--- src/rcsp_pkg.sv ---
`timescale 1ns / 1ps
// ----------------------------------------------------------------------------
// rcsp_pkg
// Shared widths, reset values, register indexes and angle mapping constants
// for the RC servo pulse reader.
// ----------------------------------------------------------------------------
package rcsp_pkg;

    // field widths
    localparam int WIDTH_W   = 12;
    localparam int TIMEOUT_W = 17;
    localparam int ANGLE_W   = 11;
    localparam int CFG_IDX_W = 2;
    localparam int CFG_DAT_W = 17;

    // width counter saturation default
    localparam int WIDTH_COUNTER_MAX_DEF = 4095;

    // since-valid counter saturates at all ones
    localparam logic [TIMEOUT_W-1:0] SINCE_VALID_MAX = '1;

    // register reset values
    localparam logic [WIDTH_W-1:0]   MIN_WIDTH_RST = 12'd200;
    localparam logic [WIDTH_W-1:0]   MAX_WIDTH_RST = 12'd2800;
    localparam logic [TIMEOUT_W-1:0] TIMEOUT_RST   = 17'd25000;

    // register indexes
    typedef enum logic [CFG_IDX_W-1:0] {
        CFG_MIN_WIDTH = 2'd0,
        CFG_MAX_WIDTH = 2'd1,
        CFG_TIMEOUT   = 2'd2
    } t_cfg_idx;

    // angle = trunc((w - 1000) * 180 / 1000) = trunc((w - 1000) * 9 / 50)
    // the divide by 50 is a multiply by ceil(2^27 / 50), folded with the 9
    localparam int                 ANGLE_OFFSET = 1000;
    localparam int                 ANGLE_SHIFT  = 27;
    localparam int                 RECIP_W      = 25;
    localparam logic [RECIP_W-1:0] ANGLE_RECIP  = 25'd24159195;

endpackage

--- src/rc_servo_pulse_reader_top.sv ---
`timescale 1ns / 1ps
// ----------------------------------------------------------------------------
// rc_servo_pulse_reader_top
// Measures the high time of an RC servo pulse from one pin sample per
// microsecond tick and reports presence, held width and mapped angle.
// ----------------------------------------------------------------------------
// Each accepted request is one pin sample. The block returns exactly one
// result per sample, through a middle and an output register, and takes a new
// sample every cycle while the output is not stalled: the first register stage
// updates the edge detector, the saturating counters and the held width, the
// second maps the held width to degrees with one constant multiply. Widths
// strictly between min_width_us and max_width_us are held; anything else, a
// fall with no counted rise, or more than timeout_us ticks since the last good
// pulse drops the signal, and then width and angle read 0. Registers may be
// written at any time through the configuration channel, which is always
// ready; index 3 is ignored.
module rc_servo_pulse_reader_top #(
    parameter int WIDTH_COUNTER_MAX = rcsp_pkg::WIDTH_COUNTER_MAX_DEF
) (
    input  logic                             i_clk,
    input  logic                             i_rst_n,
    // sample channel
    input  logic                             i_in_valid,
    output logic                             o_in_ready,
    input  logic                             i_pin_level,
    // result channel
    output logic                             o_out_valid,
    input  logic                             i_out_ready,
    output logic                             o_signal_present,
    output logic [rcsp_pkg::WIDTH_W-1:0]     o_pulse_width_us,
    output logic signed [rcsp_pkg::ANGLE_W-1:0] o_angle_deg,
    // configuration channel
    input  logic                             i_cfg_valid,
    output logic                             o_cfg_ready,
    input  logic [rcsp_pkg::CFG_IDX_W-1:0]   i_cfg_index,
    input  logic [rcsp_pkg::CFG_DAT_W-1:0]   i_cfg_data
);
    import rcsp_pkg::*;

    localparam int CW   = $clog2(WIDTH_COUNTER_MAX + 1);
    localparam int CMPW = (CW > WIDTH_W) ? CW : WIDTH_W;
    localparam logic [CW-1:0] RISE_MAX = CW'(WIDTH_COUNTER_MAX);

    // configuration registers
    logic [WIDTH_W-1:0]   r_min_width;
    logic [WIDTH_W-1:0]   r_max_width;
    logic [TIMEOUT_W-1:0] r_timeout;

    // tracking state
    logic                 r_prev_level;
    logic [CW-1:0]        r_since_rise;
    logic [TIMEOUT_W-1:0] r_since_valid;
    logic [WIDTH_W-1:0]   r_held_width;
    logic                 r_held_valid;

    // middle stage
    logic                 r_p_valid;
    logic                 r_p_present;
    logic [WIDTH_W-1:0]   r_p_width;

    // output stage
    logic                 r_out_valid;
    logic                 r_out_present;
    logic [WIDTH_W-1:0]   r_out_width;
    logic signed [ANGLE_W-1:0] r_out_angle;

    logic                 adv;
    logic                 in_acc;
    logic [CW-1:0]        rise_inc;
    logic [TIMEOUT_W-1:0] valid_inc;
    logic                 is_rise;
    logic                 is_fall;
    logic [CMPW-1:0]      w_ext;
    logic                 w_ok;
    logic                 accepted;
    logic [CW-1:0]        n_since_rise;
    logic [TIMEOUT_W-1:0] n_since_valid;
    logic [WIDTH_W-1:0]   n_held_width;
    logic                 n_held_valid;

    logic signed [WIDTH_W:0]          diff;
    logic                             diff_neg;
    logic [WIDTH_W-1:0]               diff_abs;
    logic [WIDTH_W+RECIP_W-1:0]       prod;
    logic [ANGLE_W-1:0]               quot;
    logic signed [ANGLE_W-1:0]        n_angle;

    // handshakes
    assign adv         = !r_out_valid || i_out_ready;
    assign o_in_ready  = !r_p_valid || adv;
    assign in_acc      = i_in_valid && o_in_ready;
    assign o_cfg_ready = 1'b1;

    // configuration writes
    always_ff @(posedge i_clk) begin
        if (!i_rst_n) begin
            r_min_width <= MIN_WIDTH_RST;
            r_max_width <= MAX_WIDTH_RST;
            r_timeout   <= TIMEOUT_RST;
        end else if (i_cfg_valid) begin
            case (i_cfg_index)
                CFG_MIN_WIDTH: r_min_width <= i_cfg_data[WIDTH_W-1:0];
                CFG_MAX_WIDTH: r_max_width <= i_cfg_data[WIDTH_W-1:0];
                CFG_TIMEOUT:   r_timeout   <= i_cfg_data[TIMEOUT_W-1:0];
                default: ;
            endcase
        end
    end

    // per-tick update: advance counters, handle edges, check timeout
    always_comb begin
        rise_inc  = (r_since_rise < RISE_MAX) ? r_since_rise + 1'b1 : r_since_rise;
        valid_inc = (r_since_valid != SINCE_VALID_MAX) ? r_since_valid + 1'b1
                                                       : r_since_valid;
        is_rise   = i_pin_level && !r_prev_level;
        is_fall   = !i_pin_level && r_prev_level;
        w_ext     = CMPW'(rise_inc);
        w_ok      = (rise_inc < RISE_MAX)
                 && (w_ext > CMPW'(r_min_width))
                 && (w_ext < CMPW'(r_max_width));
        accepted  = is_fall && w_ok;

        n_since_rise  = is_rise ? '0 : rise_inc;
        n_since_valid = accepted ? '0 : valid_inc;
        n_held_width  = r_held_width;
        n_held_valid  = r_held_valid;
        if (is_fall) begin
            n_held_valid = w_ok;
            n_held_width = w_ok ? w_ext[WIDTH_W-1:0] : '0;
        end
        if (!accepted && (valid_inc > r_timeout)) begin
            n_held_valid = 1'b0;
            n_held_width = '0;
        end
    end

    // tracking state and middle stage
    always_ff @(posedge i_clk) begin
        if (!i_rst_n) begin
            r_prev_level  <= 1'b0;
            r_since_rise  <= RISE_MAX;
            r_since_valid <= SINCE_VALID_MAX;
            r_held_width  <= '0;
            r_held_valid  <= 1'b0;
            r_p_valid     <= 1'b0;
        end else begin
            if (o_in_ready) begin
                r_p_valid <= i_in_valid;
            end
            if (in_acc) begin
                r_prev_level  <= i_pin_level;
                r_since_rise  <= n_since_rise;
                r_since_valid <= n_since_valid;
                r_held_width  <= n_held_width;
                r_held_valid  <= n_held_valid;
            end
        end
    end

    always_ff @(posedge i_clk) begin
        if (in_acc) begin
            r_p_present <= n_held_valid;
            r_p_width   <= n_held_width;
        end
    end

    // angle mapping, truncated toward zero
    always_comb begin
        diff     = $signed({1'b0, r_p_width}) - (WIDTH_W+1)'(ANGLE_OFFSET);
        diff_neg = diff[WIDTH_W];
        diff_abs = diff_neg ? WIDTH_W'(-diff) : diff[WIDTH_W-1:0];
        prod     = (WIDTH_W+RECIP_W)'(diff_abs) * (WIDTH_W+RECIP_W)'(ANGLE_RECIP);
        quot     = ANGLE_W'(prod >> ANGLE_SHIFT);
        if (!r_p_present) begin
            n_angle = '0;
        end else if (diff_neg) begin
            n_angle = -$signed(quot);
        end else begin
            n_angle = $signed(quot);
        end
    end

    // output stage
    always_ff @(posedge i_clk) begin
        if (!i_rst_n) begin
            r_out_valid <= 1'b0;
        end else if (adv) begin
            r_out_valid <= r_p_valid;
        end
    end

    always_ff @(posedge i_clk) begin
        if (adv && r_p_valid) begin
            r_out_present <= r_p_present;
            r_out_width   <= r_p_width;
            r_out_angle   <= n_angle;
        end
    end

    assign o_out_valid      = r_out_valid;
    assign o_signal_present = r_out_present;
    assign o_pulse_width_us = r_out_width;
    assign o_angle_deg      = r_out_angle;

endmodule
--- config.mk ---
export PLATFORM = sky130hd
export DESIGN_NAME = rc_servo_pulse_reader_top
export DESIGN_NICKNAME = d
export VERILOG_FILES = /design/src/rcsp_pkg.sv /design/src/rc_servo_pulse_reader_top.sv
export SDC_FILE = /design/constraint.sdc
export NUM_CORES = 1
export LEC_CHECK = 0
export ABC_CLOCK_PERIOD_IN_PS = 8600
export BUFFER_PORTS_ARGS = -buffer_cell sky130_fd_sc_hd__buf_2
export CORE_UTILIZATION = 54
export DETAILED_ROUTE_END_ITERATION = 16
export GPL_ROUTABILITY_DRIVEN = 0
export GPL_TIMING_DRIVEN = 0
export PLACE_DENSITY_LB_ADDON = 0.1
export SYNTH_ARGS = -nofsm -noshare
export SYNTH_HDL_FRONTEND = slang
export SYNTH_SLANG_ARGS = --single-unit
--- constraint.sdc ---
create_clock -name i_clk -period 8.6 [get_ports i_clk]
set_input_delay 0 -clock i_clk [delete_from_list [all_inputs] [get_ports i_clk]]
set_output_delay 0 -clock i_clk [all_outputs]
set_load 0.01 [all_outputs]
==> metrics.yaml, run 1 <==
run_status:
  status: "finished clean"
die:
  rows: 52
  core_area_mm2: 0.0205
  start_util_pct: 55.8
  die_y_um: 147
  pin_count: 52
  die-area_mm2: 0.0218
  die_w_um: 147
synth:
  synthesis.area_mm2: 0.0114
  synth_area_leader_cell: "ha_1"
  synth_cell_types: 76
  synthArstFlopShare_pct: 0
  synth-main-ff-cell: "dfxtp_1"
  yosys.area.top_type_share_pct: 17.2
  syn_nets: 1543
  ys_ff_latch: 123
  synthCells: 1278
  synth_enable_flop_cells: 37
  yosysSeqAreaShare_pct: 24.8
  ys_top_cells_by_count: "239 x inv_1, 157 x ha_1, 126 x nand2_1"
  yosysMostFrequentCell: "inv_1"
  syn_area_per_cell_um2: 8.94
  synth.area.top_cells: "ha_1 17%, dfxtp_1 15%, fa_1 15%, edfxtp_1 9.7%, inv_1 7.8%"
  yosysWarnings: 0
setup_path:
  crit_type: "flip-flop to flip-flop"
  cp-start-kind: "flip-flop"
  rrSetupSlack_ps: 390
  worstPathArrival_ps: 8350
  path_delay_family: "adder cells"
  cp_common_cell: "fa_1"
  worstPathMaxFanout: 10
  required_ps: 8750
  cp_num_buf_inv: 5
  crit_start: "r_p_width[3]"
  cp_slowest_stage_delay_ps: 620
  slowest_stage: "fa_1"
  timing.rr.start: "r_p_width[3]"
  end_kind: "flip-flop"
placement:
  numPortBuffers: 50
  placed_cells: 1599
  dp_slack_ps: -585
  dp_hpwl_mm: 22.9
detailed_routing:
  first_iter_violations: 451
  vias: 9230
  avgRoutedWirePerCell_um: 16.8
  via_per_inst: 5.55
  drc_errors: 0
  first_pass_iters: 6
  ant_nets: 0
  drt_wl_total_mm: 28.0
layout:
  syn2layout_area_growth_pct: 14.3
  diodes: 0
  fin_nets: 1645
  final_cells: 1662
  drive_above_1_share_pct: 10.1
  final_util_pct: 63.7
sta:
  max_freq_mhz: 122
  setup_viol: 0
  worst_slack_ps: 394
  finalHoldViolCount: 0
  slew_violations: 0
  worst_slew_pin_slew_ps: 1210
  min_period_ps: 8210
  slew-limit-headroom_pct: 19.4
  period_share_pct: 95.4
  skew_ps: 13.8
clocking:
  htreeDepth: 4
  cts_root_buf: "clkbuf_16"
  clkSlewWorstSetupHoldPaths_ps: 60
  clk_latency_ps: 420
  numCtsBuffers: 17
  numClockSinks: 123
  clockBufferDepth: 2
  cts_tree: "done"
global_route:
  antenna_found_initial: 0
  grt_pass1_wl_mm: 45.4
  grt_usage_pct: 26.9
  gr-total-overflow: 0
  grt_max_degree: 23
  grt_pass1_vias: 8989
worst_hold_path:
  holdCritStartpoint: "i_cfg_index[0]"
  hp-class: "primary input to flip-flop"
job:
  cap_violations: 0
[sequential cells by signal (all words and copies together), names as in the netlist]
name / cells
r_held_width: 12
r_held_valid: 1
r_p_width: 12
r_since_valid: 17
o_signal_present: 1
o_pulse_width_us: 12
r_prev_level: 1
o_out_valid: 1
r_timeout: 17
r_max_width: 12
r_p_present: 1
o_angle_deg: 11
r_min_width: 12
r_p_valid: 1
r_since_rise: 12
[cell usage in the layout (no fill, tap or decap), drive strengths merged, types with 25 or more instances in the layout]
master | Yosys | routed
nor2 | 49 | 49
o21ai | 51 | 51
edfxtp | 37 | 37
xor2 | 28 | 28
a21oi | 75 | 75
nand2 | 126 | 126
xnor2 | 29 | 29
inv | 240 | 243
clkbuf | 29 | 51
buf | 9 | 70
dfxtp | 86 | 86
fa | 83 | 83
ha | 157 | 157
a22o | 25 | 25
[layer usage]
layer	vias to the layer above	part of all wire (%)	global-route usage (%)
met5	-	0	0
met4	0	3.8	10.9
met3	52	3.9	3.61
met2	231	50	47.1
met1	4393	43	33.5
li1	4554	-	-
[worst paths after layout]
path / to / cells after the start
max: o_angle_deg[9] / 25
min: r_min_width[11] / 4
max reg2reg: o_angle_deg[9] / 25
min reg2reg: r_max_width[2] / 2
[worst min-delay path: stages]
cell,delay [ps]
buf_2,110
nor3b_1,120
nand2_1,90
a21oi_1,50
[what timing repair did]
item | in CTS | in global routing
pin swaps | 1 | 2
setup endpoints to repair | 10 | 10
gates cloned | 0 | 0
endpoints found under the hold margin | 44 | 0
setup buffers | 3 | 7
hold buffers | 22 | 0
gates resized for setup | 4 | 14
[cell type report]
| class | instances | area (um^2) |
|---|---|---|
| Sequential cell | 123 | 2830 |
| Inverter | 241 | 905 |
| Timing Repair Buffer | 83 | 561 |
| Multi-Input combinational cell | 876 | 7640 |
| Clock buffer | 22 | 510 |
| Clock inverter | 9 | 104 |
| Fill cell | 1785 | 7440 |
| Tap cell | 270 | 338 |
| Buffer | 38 | 170 |
[per-stage QoR]
stage          setup TNS, ps  instance area, um^2  hold WS (ps)
6_report                   0                13100          11.3
5_1_grt                -6.57                13100          53.7
4_1_cts                    0                12900          8.70
3_5_place_dp           -3210                12000           235
3_3_place_gp           -2520                12000           226
2_1_floorplan              0                11400           117
[kinds of logic (layout without fill, tap and decap cells)]
family / Yosys count / count (layout) / share of synthesized area (%)
simple gates: 299 / 299 / 12.7
flops: 123 / 123 / 24.8
fa+ha+maj: 240 / 240 / 31.7
buf+inv: 279 / 393 / 9.40
other cells: 1 / 1 / 0.0328
mux: 6 / 6 / 0.558
xor+xnor: 57 / 57 / 4.43
compound gates: 273 / 273 / 16.3
Power of run 1 is not shown: default switching activity piles up to over one toggle a cycle in this logic, so the estimate is an artifact.
==> run 2: changes to the inputs <==
PLACE_DENSITY = 0.81   (was unset)
PLACE_DENSITY_LB_ADDON = unset   (was 0.1)
==> run 2 against run 1 <==
Flip-flop and latch count is the same. Register-to-register slack lost 70 ps. Utilization shrank 0.085 points. Die area is the same. Count of clock-buffer cells in the layout shrank 4. Critical endpoint unchanged. Wire length grew 1.6%. Hold slack gained 6.8 ps. Via count grew 2.4%. Cell area shrank 0.13%. Global-route usage is essentially flat. Fmax shrank 0.86%. First-iteration DRC count grew 29%.
==> metrics.yaml, run 2 (same netlist as run 1, synthesis figures left out) <==
detailed_routing:
  first_pass_iters: 8  # was 6
  vias: 9454  # was 9230
  avgRoutedWirePerCell_um: 17.2  # was 16.8 um
  first_iter_violations: 584  # was 451
  drt_wl_total_mm: 28.4  # was 28.0 mm
  via_per_inst: 5.70  # was 5.55
  ant_nets: 0  # unchanged
  drc_errors: 0  # unchanged
setup_path:
  end_kind: "flip-flop"  # unchanged
  worstPathMaxFanout: 10  # unchanged
  cp-start-kind: "flip-flop"  # unchanged
  crit_type: "flip-flop to flip-flop"  # unchanged
  required_ps: 8750  # about the same
  cp_common_cell: "fa_1"  # unchanged
  cp_slowest_stage_delay_ps: 570  # was 620 ps
  cp_num_buf_inv: 5  # unchanged
  slowest_stage: "fa_1"  # unchanged
  worstPathArrival_ps: 8430  # was 8350 ps
  path_delay_family: "adder cells"  # unchanged
clocking:
  cts_root_buf: "clkbuf_16"  # unchanged
  clockBufferDepth: 2  # unchanged
  numCtsBuffers: 17  # unchanged
  clkSlewWorstSetupHoldPaths_ps: 60  # about the same
  htreeDepth: 4  # unchanged
  cts_tree: "done"  # unchanged
  clk_latency_ps: 410  # was 420 ps
  numClockSinks: 123  # unchanged
global_route:
  grt_pass1_wl_mm: 46.0  # was 45.4 mm
  grt_pass1_vias: 9218  # was 8989
  antenna_found_initial: 0  # unchanged
  gr-total-overflow: 0  # unchanged
  grt_usage_pct: 26.9  # about the same
  grt_max_degree: 23  # unchanged
run_status:
  status: "finished clean"  # unchanged
layout:
  syn2layout_area_growth_pct: 14.1  # was 14.3%
  largestRegisters: "r_since_valid: 17 flops, r_timeout: 17 flops"  # unchanged
  final_area_mm2: 0.0130  # was 0.0131 mm^2
  drive_above_1_share_pct: 9.73  # was 10.1%
  fin_nets: 1640  # was 1645
  seqCellArea_mm2: 0.00283  # unchanged
  final_cell_mix: "239 x inv_1, 157 x ha_1, 126 x nand2_1"  # unchanged
  layout_commonest_cell: "inv_1"  # unchanged
  multi_input_area_mm2: 0.00765  # was 0.00764 mm^2
  fillCellCount: 1647  # was 1785
  diodes: 0  # unchanged
placement:
  dp_hpwl_mm: 22.3  # was 22.9 mm
  place_area_mm2: 0.0120  # unchanged
  numPortBuffers: 50  # unchanged
sta:
  setup_viol: 0  # unchanged
  period_share_pct: 96.3  # was 95.4%
  slew-limit-headroom_pct: 14.3  # was 19.4%
  slew_violations: 0  # unchanged
  max_freq_mhz: 121  # was 122 MHz
  worst_slew_pin_slew_ps: 1290  # was 1210 ps
  min_period_ps: 8280  # was 8210 ps
  skew_ps: 15.0  # was 13.8 ps
  finalHoldViolCount: 0  # unchanged
die:
  pin_count: 52  # unchanged
  rows: 52  # unchanged
  die-area_mm2: 0.0218  # unchanged
  core_area_mm2: 0.0205  # unchanged
  die_y_um: 147  # unchanged
  die_w_um: 147  # unchanged
  start_util_pct: 55.8  # unchanged
job:
  cap_violations: 0  # unchanged
worst_hold_path:
  hp-class: "primary input to flip-flop"  # unchanged
[run 2: path summary, 6_finish.rpt]
path                          to  slack [ps]  cells after the start            from
hold / removal    r_min_width[1]          20                      4  i_cfg_index[0]
setup / recovery  o_angle_deg[9]         320                     25    r_p_width[3]
setup reg to reg  o_angle_deg[9]         320                     25    r_p_width[3]
hold reg to reg   r_min_width[1]         450                      2  r_min_width[1]
[run 2: timing repair]
item                                    4_1_cts  5_1_grt
hold buffers                                 22        0
endpoints found under the hold margin        44        0
endpoints found under the setup margin        6       10
buffers inserted                              0        5
gates cloned                                  0        0
pin swaps                                     0        2
gates resized for setup                       4       14
[run 2: worst reg2reg max path: cells and delay by family, from the launching register on]
kind / cells / cell delay [ps]
fa+ha+maj: 6 / 3020
xor+xnor: 1 / 250
mux: 1 / 120
simple gates: 6 / 1510
flops: 1 / 520
buf+inv: 5 / 640
compound gates: 6 / 1950
[run 2: through the flow]
step	setup WS (ps)	hold WS (ps)	std cells	util (%)	TNS [ps]
2_1_floorplan	929	117	1278	-	0
3_3_place_gp	-223	224	1598	58.6	-309
3_5_place_dp	-273	235	1599	58.7	-596
4_1_cts	65.0	12.2	1653	63.0	0
5_1_grt	-95.8	64.6	1658	63.6	-117
6_report	322	18.1	1658	63.6	0
[run 2: metal layers]
layer	wire length (um)	GRT usage (%)	vias to the layer above
met2	13300	43.8	350
met1	12400	35.4	4485
met4	1100	11.1	0
li1	-	-	4545
met3	1730	4.66	74
met5	0	0	-
[run 2: area by class of cell]
cell class | instances | area share, %
multi-input combinational | 876 | 58.6
sequential | 123 | 21.7
inverter | 241 | 6.94
timing repair buffer | 78 | 4.01
clock buffer | 18 | 3.29
tap | 270 | 2.59
clock inverter | 14 | 1.50
buffer | 38 | 1.30
Power of run 2 is left out for the same reason.
